[config.mk]
export PLATFORM = sky130hd
export DESIGN_NAME = csv_row_parse_fingerprint_top
export DESIGN_NICKNAME = d
export VERILOG_FILES = /design/src/hw/rtl/csvrpf_pkg.sv /design/src/hw/rtl/csvrpf_ctrl.sv /design/src/hw/rtl/csvrpf_dp.sv /design/src/hw/rtl/csv_row_parse_fingerprint_top.sv
export SDC_FILE = /design/constraint.sdc
export NUM_CORES = 2
export LEC_CHECK = 0
export ABC_AREA = 0
export BUFFER_PORTS_ARGS = -buffer_cell sky130_fd_sc_hd__buf_2
export CAP_MARGIN = 0
export CORE_MARGIN = 1.5
export CORE_UTILIZATION = 38
export CTS_CLUSTER_DIAMETER = 50
export DETAILED_ROUTE_END_ITERATION = 16
export PLACE_DENSITY = 0.57
export SYNTH_ARGS = -nofsm -noshare
export SYNTH_HDL_FRONTEND = slang
export SYNTH_SLANG_ARGS = --single-unit
[constraint.sdc]
create_clock -name clk -period 51.8 [get_ports clk]
set_input_delay 12.95 -clock clk [delete_from_list [all_inputs] [get_ports clk]]
set_output_delay 12.95 -clock clk [all_outputs]
set_load 0.005 [all_outputs]
[src/hw/rtl/csvrpf_pkg.sv]
// Shared types, constants and codes for the CSV record parser with key fingerprint.
// Used by the controller, the datapath and the top level; depends on nothing else.
package csvrpf_pkg;

  // Sizing of the slot and of the name field
  localparam int SLOT_BITS      = 14;
  localparam int MAX_NAME_BYTES = 104;

  // Field widths
  localparam int TIME_W      = 27;
  localparam int DIFF_W      = TIME_W + 1;
  localparam int DIGIT_W     = 4;
  localparam int NAME_CNT_W  = 7;
  localparam int NUM_W       = 32;
  localparam int MONTH_W     = 4;
  localparam int HASH_SLOT_W = 14;
  localparam int WORD_W      = 64;
  localparam int HALF_W      = WORD_W / 2;
  localparam int BYTE_W      = 8;
  localparam int WIN_BYTES   = WORD_W / BYTE_W;
  localparam int TIME_DIGITS = 8;

  // Configuration port
  localparam int CFG_ADDR_W = 3;
  localparam int CFG_DATA_W = 32;
  localparam logic REG_BASE_UNITS = 1'b0;

  // Mixing constants
  localparam logic [WORD_W-1:0] GOLDEN_K = 64'h9E37_79B9_7F4A_7C15;
  localparam logic [WORD_W-1:0] MIX_K    = 64'hFF51_AFD7_ED55_8CCD;
  localparam int MIX_SHIFT = 33;

  // Character codes
  localparam logic [BYTE_W-1:0] CH_NEWLINE = 8'h0A;
  localparam logic [BYTE_W-1:0] CH_COMMA   = 8'h2C;
  localparam logic [BYTE_W-1:0] CH_ZERO    = 8'h30;
  localparam logic [BYTE_W-1:0] CH_NINE    = 8'h39;

  // Calendar
  localparam int TICKS_PER_DAY = 86400 / 100;
  localparam int DAYS_IN_YEAR  = 365;
  localparam int MONTHS        = 12;
  localparam logic [TIME_W-1:0] YEAR_UNITS       = TIME_W'(TICKS_PER_DAY * DAYS_IN_YEAR);
  localparam logic [TIME_W-1:0] BASE_UNITS_RESET = TIME_W'(1798761600 / 100);
  localparam logic [8:0] MONTH_START [MONTHS] = '{
    9'd0, 9'd31, 9'd59, 9'd90, 9'd120, 9'd151,
    9'd181, 9'd212, 9'd243, 9'd273, 9'd304, 9'd334
  };

  typedef enum logic [1:0] {PH_TIME, PH_NAME, PH_LEN, PH_STAMPS} phase_t;

  typedef enum logic [2:0] {
    MS_NONE, MS_A_LL, MS_A_LH, MS_A_HL, MS_MIX, MS_B_LL, MS_B_LH, MS_B_HL
  } mstep_t;

  typedef enum logic [3:0] {
    ST_RUN, ST_A_LL, ST_A_LH, ST_A_HL, ST_MIX, ST_B_LL, ST_B_LH, ST_B_HL, ST_DONE
  } ctrl_state_t;

  typedef struct packed {
    logic   take_byte;
    logic   clear_line;
    mstep_t mstep;
    logic   load_out;
  } dp_cmd_t;

  typedef struct packed {
    logic newline;
    logic last_field;
  } dp_status_t;

endpackage

[src/hw/rtl/csvrpf_ctrl.sv]
// Controller state machine: accepts bytes, sequences the end-of-line multiply steps
// and owns the result valid flag. Depends on csvrpf_pkg.
module csvrpf_ctrl
  import csvrpf_pkg::*;
(
  input  logic       clk,
  input  logic       rst_n,
  input  logic       in_valid,
  output logic       in_stall,
  output logic       out_valid,
  input  logic       out_stall,
  input  dp_status_t status,
  output dp_cmd_t    cmd
);

  ctrl_state_t state_r, state_nxt;
  logic        out_valid_r, out_valid_nxt;

  // Hold state and result flag
  always_ff @(posedge clk) begin
    if (!rst_n) begin
      state_r     <= ST_RUN;
      out_valid_r <= 1'b0;
    end else begin
      state_r     <= state_nxt;
      out_valid_r <= out_valid_nxt;
    end
  end

  // Next state and datapath commands
  always_comb begin
    state_nxt     = state_r;
    out_valid_nxt = out_valid_r;
    cmd           = '{take_byte: 1'b0, clear_line: 1'b0, mstep: MS_NONE, load_out: 1'b0};
    if (out_valid_r && !out_stall) begin
      out_valid_nxt = 1'b0;
    end
    case (state_r)
      ST_RUN: begin
        if (in_valid) begin
          if (status.newline) begin
            if (status.last_field) begin
              state_nxt = ST_A_LL;
            end else begin
              cmd.clear_line = 1'b1;
            end
          end else begin
            cmd.take_byte = 1'b1;
          end
        end
      end
      ST_A_LL: begin
        cmd.mstep = MS_A_LL;
        state_nxt = ST_A_LH;
      end
      ST_A_LH: begin
        cmd.mstep = MS_A_LH;
        state_nxt = ST_A_HL;
      end
      ST_A_HL: begin
        cmd.mstep = MS_A_HL;
        state_nxt = ST_MIX;
      end
      ST_MIX: begin
        cmd.mstep = MS_MIX;
        state_nxt = ST_B_LL;
      end
      ST_B_LL: begin
        cmd.mstep = MS_B_LL;
        state_nxt = ST_B_LH;
      end
      ST_B_LH: begin
        cmd.mstep = MS_B_LH;
        state_nxt = ST_B_HL;
      end
      ST_B_HL: begin
        cmd.mstep = MS_B_HL;
        state_nxt = ST_DONE;
      end
      ST_DONE: begin
        // load the result once the output register is free or being drained
        if (!out_valid_r || !out_stall) begin
          cmd.load_out   = 1'b1;
          cmd.clear_line = 1'b1;
          out_valid_nxt  = 1'b1;
          state_nxt      = ST_RUN;
        end
      end
      default: begin
        state_nxt = ST_RUN;
      end
    endcase
  end

  assign in_stall  = (state_r != ST_RUN);
  assign out_valid = out_valid_r;

endmodule

[src/hw/rtl/csvrpf_dp.sv]
// Datapath: line parser registers, shared 32x32 multiplier for the fingerprint,
// month lookup and result registers. Depends on csvrpf_pkg.
module csvrpf_dp
  import csvrpf_pkg::*;
(
  input  logic                   clk,
  input  logic                   rst_n,
  input  dp_cmd_t                cmd,
  output dp_status_t             status,
  input  logic [TIME_W-1:0]      base_units,
  input  logic [BYTE_W-1:0]      in_text_byte,
  output logic [MONTH_W-1:0]     out_month_index,
  output logic                   out_in_year,
  output logic [NAME_CNT_W-1:0]  out_name_length,
  output logic [WORD_W-1:0]      out_first_bytes,
  output logic [WORD_W-1:0]      out_last_bytes,
  output logic [HASH_SLOT_W-1:0] out_hash_slot,
  output logic [NUM_W-1:0]       out_message_length,
  output logic [NUM_W-1:0]       out_stamp_count
);

  // Line state
  phase_t                           phase_r, phase_nxt;
  logic [DIGIT_W-1:0]               digit_r, digit_nxt;
  logic [TIME_W-1:0]                time_r, time_nxt;
  logic [NAME_CNT_W-1:0]            name_cnt_r, name_cnt_nxt;
  logic [WIN_BYTES-1:0][BYTE_W-1:0] head_r, head_nxt;
  logic [WORD_W-1:0]                tail_r, tail_nxt;
  logic [NUM_W-1:0]                 num_r, num_nxt;
  logic [NUM_W-1:0]                 len_r, len_nxt;

  // Fingerprint and calendar work registers
  logic [WORD_W-1:0] acc_r, acc_nxt;
  logic [WORD_W-1:0] mix_r, mix_nxt;
  logic [DIFF_W-1:0] diff_r, diff_nxt;

  // Byte classification
  logic                is_comma;
  logic                is_digit;
  logic [DIGIT_W-1:0]  digit_val;
  logic [NUM_W+3:0]    dec_v;
  logic [NUM_W-1:0]    dec_sat;

  assign is_comma  = (in_text_byte == CH_COMMA);
  assign is_digit  = (in_text_byte >= CH_ZERO) && (in_text_byte <= CH_NINE);
  assign digit_val = is_digit ? DIGIT_W'(in_text_byte - CH_ZERO) : '0;

  assign status.newline    = (in_text_byte == CH_NEWLINE);
  assign status.last_field = (phase_r == PH_STAMPS);

  // Decimal step: num*10 + digit, saturate at the field width
  assign dec_v   = ({4'b0, num_r} << 3) + ({4'b0, num_r} << 1) + (NUM_W + 4)'(digit_val);
  assign dec_sat = (dec_v[NUM_W+3:NUM_W] != '0) ? '1 : dec_v[NUM_W-1:0];

  // Name windows as seen at end of line
  logic [WORD_W-1:0] first_w, last_w;
  assign first_w = head_r;
  assign last_w  = (name_cnt_r >= NAME_CNT_W'(WIN_BYTES)) ? tail_r : head_r;

  // Parse one byte per accepted transaction
  always_comb begin
    phase_nxt    = phase_r;
    digit_nxt    = digit_r;
    time_nxt     = time_r;
    name_cnt_nxt = name_cnt_r;
    head_nxt     = head_r;
    tail_nxt     = tail_r;
    num_nxt      = num_r;
    len_nxt      = len_r;
    if (cmd.clear_line) begin
      phase_nxt    = PH_TIME;
      digit_nxt    = '0;
      time_nxt     = '0;
      name_cnt_nxt = '0;
      head_nxt     = '0;
      tail_nxt     = '0;
      num_nxt      = '0;
      len_nxt      = '0;
    end else if (cmd.take_byte) begin
      case (phase_r)
        PH_TIME: begin
          if (is_comma) begin
            phase_nxt = PH_NAME;
          end else begin
            if (digit_r < DIGIT_W'(TIME_DIGITS)) begin
              time_nxt = (time_r << 3) + (time_r << 1) + TIME_W'(digit_val);
            end
            if (digit_r != '1) begin
              digit_nxt = digit_r + 1'b1;
            end
          end
        end
        PH_NAME: begin
          if (is_comma) begin
            phase_nxt = PH_LEN;
            num_nxt   = '0;
          end else if (name_cnt_r < NAME_CNT_W'(MAX_NAME_BYTES)) begin
            if (name_cnt_r < NAME_CNT_W'(WIN_BYTES)) begin
              head_nxt[name_cnt_r[2:0]] = in_text_byte;
            end
            tail_nxt     = {in_text_byte, tail_r[WORD_W-1:BYTE_W]};
            name_cnt_nxt = name_cnt_r + 1'b1;
          end
        end
        PH_LEN: begin
          if (is_comma) begin
            len_nxt   = num_r;
            num_nxt   = '0;
            phase_nxt = PH_STAMPS;
          end else if (is_digit) begin
            num_nxt = dec_sat;
          end
        end
        PH_STAMPS: begin
          if (!is_comma && is_digit) begin
            num_nxt = dec_sat;
          end
        end
        default: begin
          phase_nxt = PH_TIME;
        end
      endcase
    end
  end

  // Shared multiplier: select one 32x32 partial product per step
  logic [HALF_W-1:0] mul_a, mul_b;
  logic [WORD_W-1:0] prod;
  logic [WORD_W-1:0] mix_in;

  always_comb begin
    mul_a = '0;
    mul_b = '0;
    case (cmd.mstep)
      MS_A_LL: begin
        mul_a = last_w[HALF_W-1:0];
        mul_b = GOLDEN_K[HALF_W-1:0];
      end
      MS_A_LH: begin
        mul_a = last_w[HALF_W-1:0];
        mul_b = GOLDEN_K[WORD_W-1:HALF_W];
      end
      MS_A_HL: begin
        mul_a = last_w[WORD_W-1:HALF_W];
        mul_b = GOLDEN_K[HALF_W-1:0];
      end
      MS_B_LL: begin
        mul_a = mix_r[HALF_W-1:0];
        mul_b = MIX_K[HALF_W-1:0];
      end
      MS_B_LH: begin
        mul_a = mix_r[HALF_W-1:0];
        mul_b = MIX_K[WORD_W-1:HALF_W];
      end
      MS_B_HL: begin
        mul_a = mix_r[WORD_W-1:HALF_W];
        mul_b = MIX_K[HALF_W-1:0];
      end
      default: begin
        mul_a = '0;
        mul_b = '0;
      end
    endcase
  end

  assign prod   = {{HALF_W{1'b0}}, mul_a} * {{HALF_W{1'b0}}, mul_b};
  assign mix_in = first_w ^ acc_r ^ WORD_W'(name_cnt_r);

  // Accumulate partial products, fold the mix step, capture the time offset
  always_comb begin
    acc_nxt  = acc_r;
    mix_nxt  = mix_r;
    diff_nxt = diff_r;
    case (cmd.mstep)
      MS_A_LL: begin
        acc_nxt  = prod;
        diff_nxt = {1'b0, time_r} - {1'b0, base_units};
      end
      MS_B_LL: begin
        acc_nxt = prod;
      end
      MS_A_LH, MS_A_HL, MS_B_LH, MS_B_HL: begin
        acc_nxt = acc_r + {prod[HALF_W-1:0], {HALF_W{1'b0}}};
      end
      MS_MIX: begin
        mix_nxt = mix_in ^ (mix_in >> MIX_SHIFT);
      end
      default: begin
        acc_nxt = acc_r;
      end
    endcase
  end

  // Month lookup: compare the offset against month start thresholds
  logic                 year_ok;
  logic [MONTH_W-1:0]   month_sel;

  assign year_ok = !diff_r[DIFF_W-1] && (diff_r[TIME_W-1:0] < YEAR_UNITS);

  always_comb begin
    month_sel = '0;
    for (int i = 1; i < MONTHS; i++) begin
      if (diff_r[TIME_W-1:0] >= TIME_W'(int'(MONTH_START[i]) * TICKS_PER_DAY)) begin
        month_sel = MONTH_W'(i);
      end
    end
  end

  // Line state registers
  always_ff @(posedge clk) begin
    if (!rst_n) begin
      phase_r    <= PH_TIME;
      digit_r    <= '0;
      time_r     <= '0;
      name_cnt_r <= '0;
      head_r     <= '0;
      tail_r     <= '0;
      num_r      <= '0;
      len_r      <= '0;
    end else begin
      phase_r    <= phase_nxt;
      digit_r    <= digit_nxt;
      time_r     <= time_nxt;
      name_cnt_r <= name_cnt_nxt;
      head_r     <= head_nxt;
      tail_r     <= tail_nxt;
      num_r      <= num_nxt;
      len_r      <= len_nxt;
    end
  end

  // Work registers
  always_ff @(posedge clk) begin
    acc_r  <= acc_nxt;
    mix_r  <= mix_nxt;
    diff_r <= diff_nxt;
  end

  // Result registers
  always_ff @(posedge clk) begin
    if (cmd.load_out) begin
      out_month_index    <= year_ok ? month_sel : '0;
      out_in_year        <= year_ok;
      out_name_length    <= name_cnt_r;
      out_first_bytes    <= first_w;
      out_last_bytes     <= last_w;
      out_hash_slot      <= HASH_SLOT_W'(acc_r[HALF_W +: SLOT_BITS]);
      out_message_length <= len_r;
      out_stamp_count    <= num_r;
    end
  end

endmodule

[src/hw/rtl/csv_row_parse_fingerprint_top.sv]
// Top level of the CSV record parser: configuration register, controller and datapath.
// Depends on csvrpf_pkg, csvrpf_ctrl and csvrpf_dp.
//
// Takes one CSV line (timestamp,channel,length,stamps) a byte per transaction and
// emits one record at each newline that follows the stamps field; a newline earlier
// in the line drops it. Ordinary bytes are taken one per cycle. A record-ending
// newline holds in_stall high through ST_A_LL, ST_A_LH, ST_A_HL, ST_MIX, ST_B_LL,
// ST_B_LH, ST_B_HL and ST_DONE while one shared 32x32 multiplier forms the
// fingerprint in six partial products around a mix step, and the record is loaded
// into the output register; ST_DONE stretches for as long as the previous record is
// still held by out_stall. The next line can start while that record still waits
// on out_stall. The year start register sits at byte address 0 and should be
// written only while no line is in progress.
module csv_row_parse_fingerprint_top
  import csvrpf_pkg::*;
(
  input  logic                   clk,
  input  logic                   rst_n,
  input  logic                   psel,
  input  logic                   penable,
  input  logic                   pwrite,
  input  logic [CFG_ADDR_W-1:0]  paddr,
  input  logic [CFG_DATA_W-1:0]  pwdata,
  output logic [CFG_DATA_W-1:0]  prdata,
  output logic                   pready,
  input  logic                   in_valid,
  output logic                   in_stall,
  input  logic [BYTE_W-1:0]      in_text_byte,
  output logic                   out_valid,
  input  logic                   out_stall,
  output logic [MONTH_W-1:0]     out_month_index,
  output logic                   out_in_year,
  output logic [NAME_CNT_W-1:0]  out_name_length,
  output logic [WORD_W-1:0]      out_first_bytes,
  output logic [WORD_W-1:0]      out_last_bytes,
  output logic [HASH_SLOT_W-1:0] out_hash_slot,
  output logic [NUM_W-1:0]       out_message_length,
  output logic [NUM_W-1:0]       out_stamp_count
);

  logic [TIME_W-1:0] base_units_r;
  logic              reg_sel;
  dp_cmd_t           cmd;
  dp_status_t        status;

  // Register decode
  assign reg_sel = (paddr[2] == REG_BASE_UNITS);
  assign pready  = 1'b1;
  assign prdata  = reg_sel ? CFG_DATA_W'(base_units_r) : '0;

  // Write the year start on the access phase
  always_ff @(posedge clk) begin
    if (!rst_n) begin
      base_units_r <= BASE_UNITS_RESET;
    end else if (psel && penable && pwrite && pready && reg_sel) begin
      base_units_r <= pwdata[TIME_W-1:0];
    end
  end

  csvrpf_ctrl u_ctrl (
    .clk       (clk),
    .rst_n     (rst_n),
    .in_valid  (in_valid),
    .in_stall  (in_stall),
    .out_valid (out_valid),
    .out_stall (out_stall),
    .status    (status),
    .cmd       (cmd)
  );

  csvrpf_dp u_dp (
    .clk                (clk),
    .rst_n              (rst_n),
    .cmd                (cmd),
    .status             (status),
    .base_units         (base_units_r),
    .in_text_byte       (in_text_byte),
    .out_month_index    (out_month_index),
    .out_in_year        (out_in_year),
    .out_name_length    (out_name_length),
    .out_first_bytes    (out_first_bytes),
    .out_last_bytes     (out_last_bytes),
    .out_hash_slot      (out_hash_slot),
    .out_message_length (out_message_length),
    .out_stamp_count    (out_stamp_count)
  );

endmodule

Word-level counts from Yosys, hierarchy flattened
Cells that the tools add are included.

Output and inout port bits: 253. Flip-flop bits (word level): 638. Input bits: 50. Word-level logic and storage cells: 180.

Magnitude comparators: 20. Reduce and logical (&&, ||, !) cells: 36. Equality and inequality tests: 30. Multiplexer cells: 47. $mul: 1. Bitwise logic cells: 7. $add $sub $neg: 9.

Operators with widths (number): $pmux W32 S4 (2); $mux W32 (5); $pmux W64 S2 (1); $ge A27 B18 Y1 const B (4); $pmux W32 S3 (1); $ge A27 B17 Y1 const B (3); $add A64 B64 Y64 (1); $bwmux W64 (1); $mul A32 B32 Y64 (1); $mux W64 (1); $xor A64 B31 Y64 (1); $xor A64 B64 Y64 (1); $xor A64 B7 Y64 (1); $ge A27 B19 Y1 const B (2); $add A35 B33 Y36 (1); $add A36 B4 Y36 (1); $mux W4 (9); $pmux W4 S9 (1); $sub A27 B27 Y28 (1); $add A27 B27 Y27 (1); $add A27 B4 Y27 (1); $ge A27 B15 Y1 const B (1); $ge A27 B16 Y1 const B (1); $lt A27 B19 Y1 const B (1); 50 further kinds (107).

Longest topological paths before layout
Word-level depth: 12. Depth in mapped cells: 47. Mapped depth without buffers: 43.

Hierarchy
From an unflattened synthesis, not the netlist that was laid out.

Cell total of the unflattened synthesis: 5924. Area, all modules: 60157.7 µm².

By module, submodules not included: csvrpf_dp (times used 1, seq. area each 15725.1 µm², cells each 5737, area an instance 58477.3 µm²); csv_row_parse_fingerprint_top (times used 1, seq. area each 540.5 µm², cells each 155, area an instance 1383.8 µm²); csvrpf_ctrl (times used 1, seq. area each 100.1 µm², cells each 32, area an instance 296.5 µm²).

Worst setup path before layout
Ideal clock, no wire load.

Path kind: input -> output. Start: in paddr[2]. End: out prdata[10]. Slack: 25281 ps. Buffers on the path: 2. Data required time: 38850 ps. Data arrival time: 13569 ps. Stages: 3. Cell sequence: clkbuf_1 -> clkbuf_1 -> nor2_1.

Longest elaborated chain between the ends: 1.

RTL lines: from (decl) (line csv_row_parse_fingerprint_top.sv:22) `input logic [CFG_ADDR_W-1:0] paddr,`; $mux W27 (line csv_row_parse_fingerprint_top.sv:49) `assign prdata = reg_sel ? CFG_DATA_W'(base_units_r) : '0;`; to (decl) (line csv_row_parse_fingerprint_top.sv:24) `output logic [CFG_DATA_W-1:0] prdata,`.

Every way passes these cells.

Worst setup path in the final report
Start: in paddr[2]. End: out prdata[0].

Same word-level chain as after synthesis.

==> results by group <==
Synth
  • Seq cells post-synth: 638
  • Synth Instances: 5,926
  • Top FF cell, synth: edfxtp_1
  • Avg Cell Area, Syn: approximately 10 µm²
  • Cell Area, Synth: 0.0600 mm²
  • Sequential fraction of the synthesis area: 0.275
  • Async set-or-reset flop fraction in the synthesized netlist: 0
  • Count of cell types in the netlist: 90
  • Post-synth EDFFs: 374
  • Yosys warnings: 0

STA
  • Setup TNS: 0 ns
  • Setup violators final: 0
  • Max transition margin: 0.153
  • Fin crit share: 0.512
  • Max Fclk: ~38 MHz
  • Final hold violation count: 0
  • Fin crit period: between 20 and 30 ns
  • Final Skew: approximately 0.022 ns
  • RSZ-0062 raised after global routing: false
  • Final Max Tran Viols: 0
  • Worst-Margin Slew: 1.26 ns

Floorplan
  • Die Y: 400 µm
  • Core area: 0.157 mm²
  • Die Footprint: 0.160 mm²
  • Row count: 145
  • Initial Utilization: 0.383
  • Total I/O pin count: 303
  • Die width: ~400 µm

Clock network
  • # hold bufs at CTS: 0
  • Clk sinks: roughly 640
  • H-tree depth: 3
  • CTS tree: done
  • Worst-case clock buffer depth: 3
  • Worst-Skew Late Latency: 0.62 ns
  • TritonCTS buffer count: 66
  • Postcts setup bufs: 0
  • Clock slew at reported path FFs: 0.06 ns
  • Post-cts sizing count: 0
  • Root Driver: clkbuf_16

GRT
  • First-pass GRT wire length: 298 mm
  • Total grt overflow: 0
  • Initial antenna violation count: 10
  • Total track usage: 0.252
  • Largest net degree at the start of global routing: 88
  • Vias in the first global route: 43.9k

Place
  • Final Wtd Congestion: 0.994
  • Detail Placement HPWL: 170 mm
  • PortBufs: 289

Power
  • Pleak: 0.0336 µW
  • Power per Cell Area: 17.7 mW/mm²
  • Peak supply drop: 22.1 µV

Critical path
  • CP Capture Type: output port
  • Crit Path Max Fanout: 29
  • CP Class: input pin to output port
  • Critical Path Most Common Cell: buf_2
  • Worst endpoint required time: 38.85 ns
  • Worst path cell trace: buf_2 > nor2b_1 > buf_2
  • Worst Path Arrival: 13.58 ns
  • Setup crit start kind: input pin
  • Slowest stage cell, crit path: buf_2
  • CP peak stage delay: roughly 0.4 ns

Drt
  • DRT antenna net count: 0
  • DRC Markers: 0
  • DR iter-0 viols: between 4k and 5k
  • Drt first pass iters: 6
  • Final WL: 202 mm
  • DR vias: 43.3k
  • Drt wl/cell: 24.4 µm
  • Via density: 5.24

Finish
  • Final Util: 0.422
  • Commonest non-fill, non-tap cell in the layout: inv_1
  • Commonest non-fill, non-tap cells in the layout: inv_1, fa_1, nand2_1
  • Nets: between 7k and 8k
  • P&R area growth vs syn: 10.2%
  • Layout cell share with drive strength beyond 1: 0.0889

Status
  • Run status: complete, no violations

Min path
  • Hold Crit Class: flop to flop

Run
  • Max-cap violation count: 0
[worst max-delay path: cells and delay by family]
family | cells | cell delay (ns)
AND/OR/NAND/NOR | 1 | 0.09
buffers and inverters | 2 | 0.53
[per-layer routing]
metal | GRT usage | wire length [µm] | vias up
li1 | - | - | 19400
met1 | 0.352 | 86400 | 21900
met2 | 0.387 | 90000 | 1696
met3 | 0.0400 | 15000 | 299
met4 | 0.111 | 10500 | 0
met5 | 0 | 0 | -
[final timing paths]
check,startpoint,endpoint,slack [ns],cells after the start
worst min register to register,u_dp.len_r[27]$_SDFFE_PP0P_,u_dp.out_message_length[27]$_DFFE_PP_,0.43,0
worst max register to register,u_ctrl.state_r[1]$_SDFFE_PN0P_,u_dp.acc_r[63]$_DFFE_PP_,38.49,40
worst min-delay path,u_dp.len_r[27]$_SDFFE_PP0P_,u_dp.out_message_length[27]$_DFFE_PP_,0.43,0
worst max-delay path,paddr[2],prdata[0],25.27,3
[cells in the mapped netlist, types with 85 or more instances]
library cell / number / area (µm²)
nor2_1: 386 / 1450
ha_1: 470 / 5880
fa_1: 870 / 17400
a21o_1: 100 / 751
nand2_1: 573 / 2150
inv_1: 1235 / 4640
a21oi_1: 317 / 1590
dfxtp_1: 264 / 5290
o21ai_0: 85 / 425
edfxtp_1: 374 / 11200
xor2_1: 105 / 920
mux2i_1: 90 / 901
clkbuf_1: 162 / 608
xnor2_1: 159 / 1390
[final cells by class]
type                            count  area (µm²)
Tap cell                         2058        2570
Fill cell                       15200       90400
Timing Repair Buffer              341        1840
Clock inverter                     20         231
Antenna cell                        3        7.51
Clock buffer                       99        2080
Inverter                         1240        4650
Multi-Input combinational cell   3863       38200
Sequential cell                   638       16500
[flip-flops by register name (all words and copies together), names as in the netlist, 28 cells and up]
register,count
u_dp.out_first_bytes,64
u_dp.num_r,32
u_dp.first_w,64
u_dp.len_r,32
u_dp.acc_r,64
u_dp.out_stamp_count,32
u_dp.mix_r,64
u_dp.out_message_length,32
u_dp.out_last_bytes,64
u_dp.diff_r,28
u_dp.tail_r,64
[report_power, final]
group / switching [µW] / leakage [µW] / internal, µW
combinational: 69.5 / 0.0270 / 29.3
clock: 207 / 0.00114 / 300
sequential: 12.7 / 0.00539 / 549
[kinds of logic after synthesis]
family / Yosys count / synth area share
buffers and inverters: 1429 / 0.0902
muxes: 134 / 0.0233
AOI/OAI and AO/OA: 855 / 0.0928
DFF: 638 / 0.275
and+or+nand+nor: 1263 / 0.0915
other: 2 / 0.000125
xor gates and xnor gates: 265 / 0.0389
adders and majority gates: 1340 / 0.388
[stage by stage]
stage | hold slack [ns] | total power [µW] | cell area [µm²] | instances | setup slack (ns)
final | 0.431 | 1170 | 66100 | 8262 | 25.27
after global routing | 0.440 | 1210 | 66100 | 8261 | 25.20
after CTS | 0.431 | 1180 | 66100 | 8259 | 25.27
after detailed placement | 0.416 | 669 | 63800 | 8140 | 25.27
after global placement | 0.412 | 668 | 63800 | 8140 | 25.31
after floorplan | 0.406 | 630 | 60000 | 5930 | 25.28
Note: power is estimated with default switching activity, not from simulation.
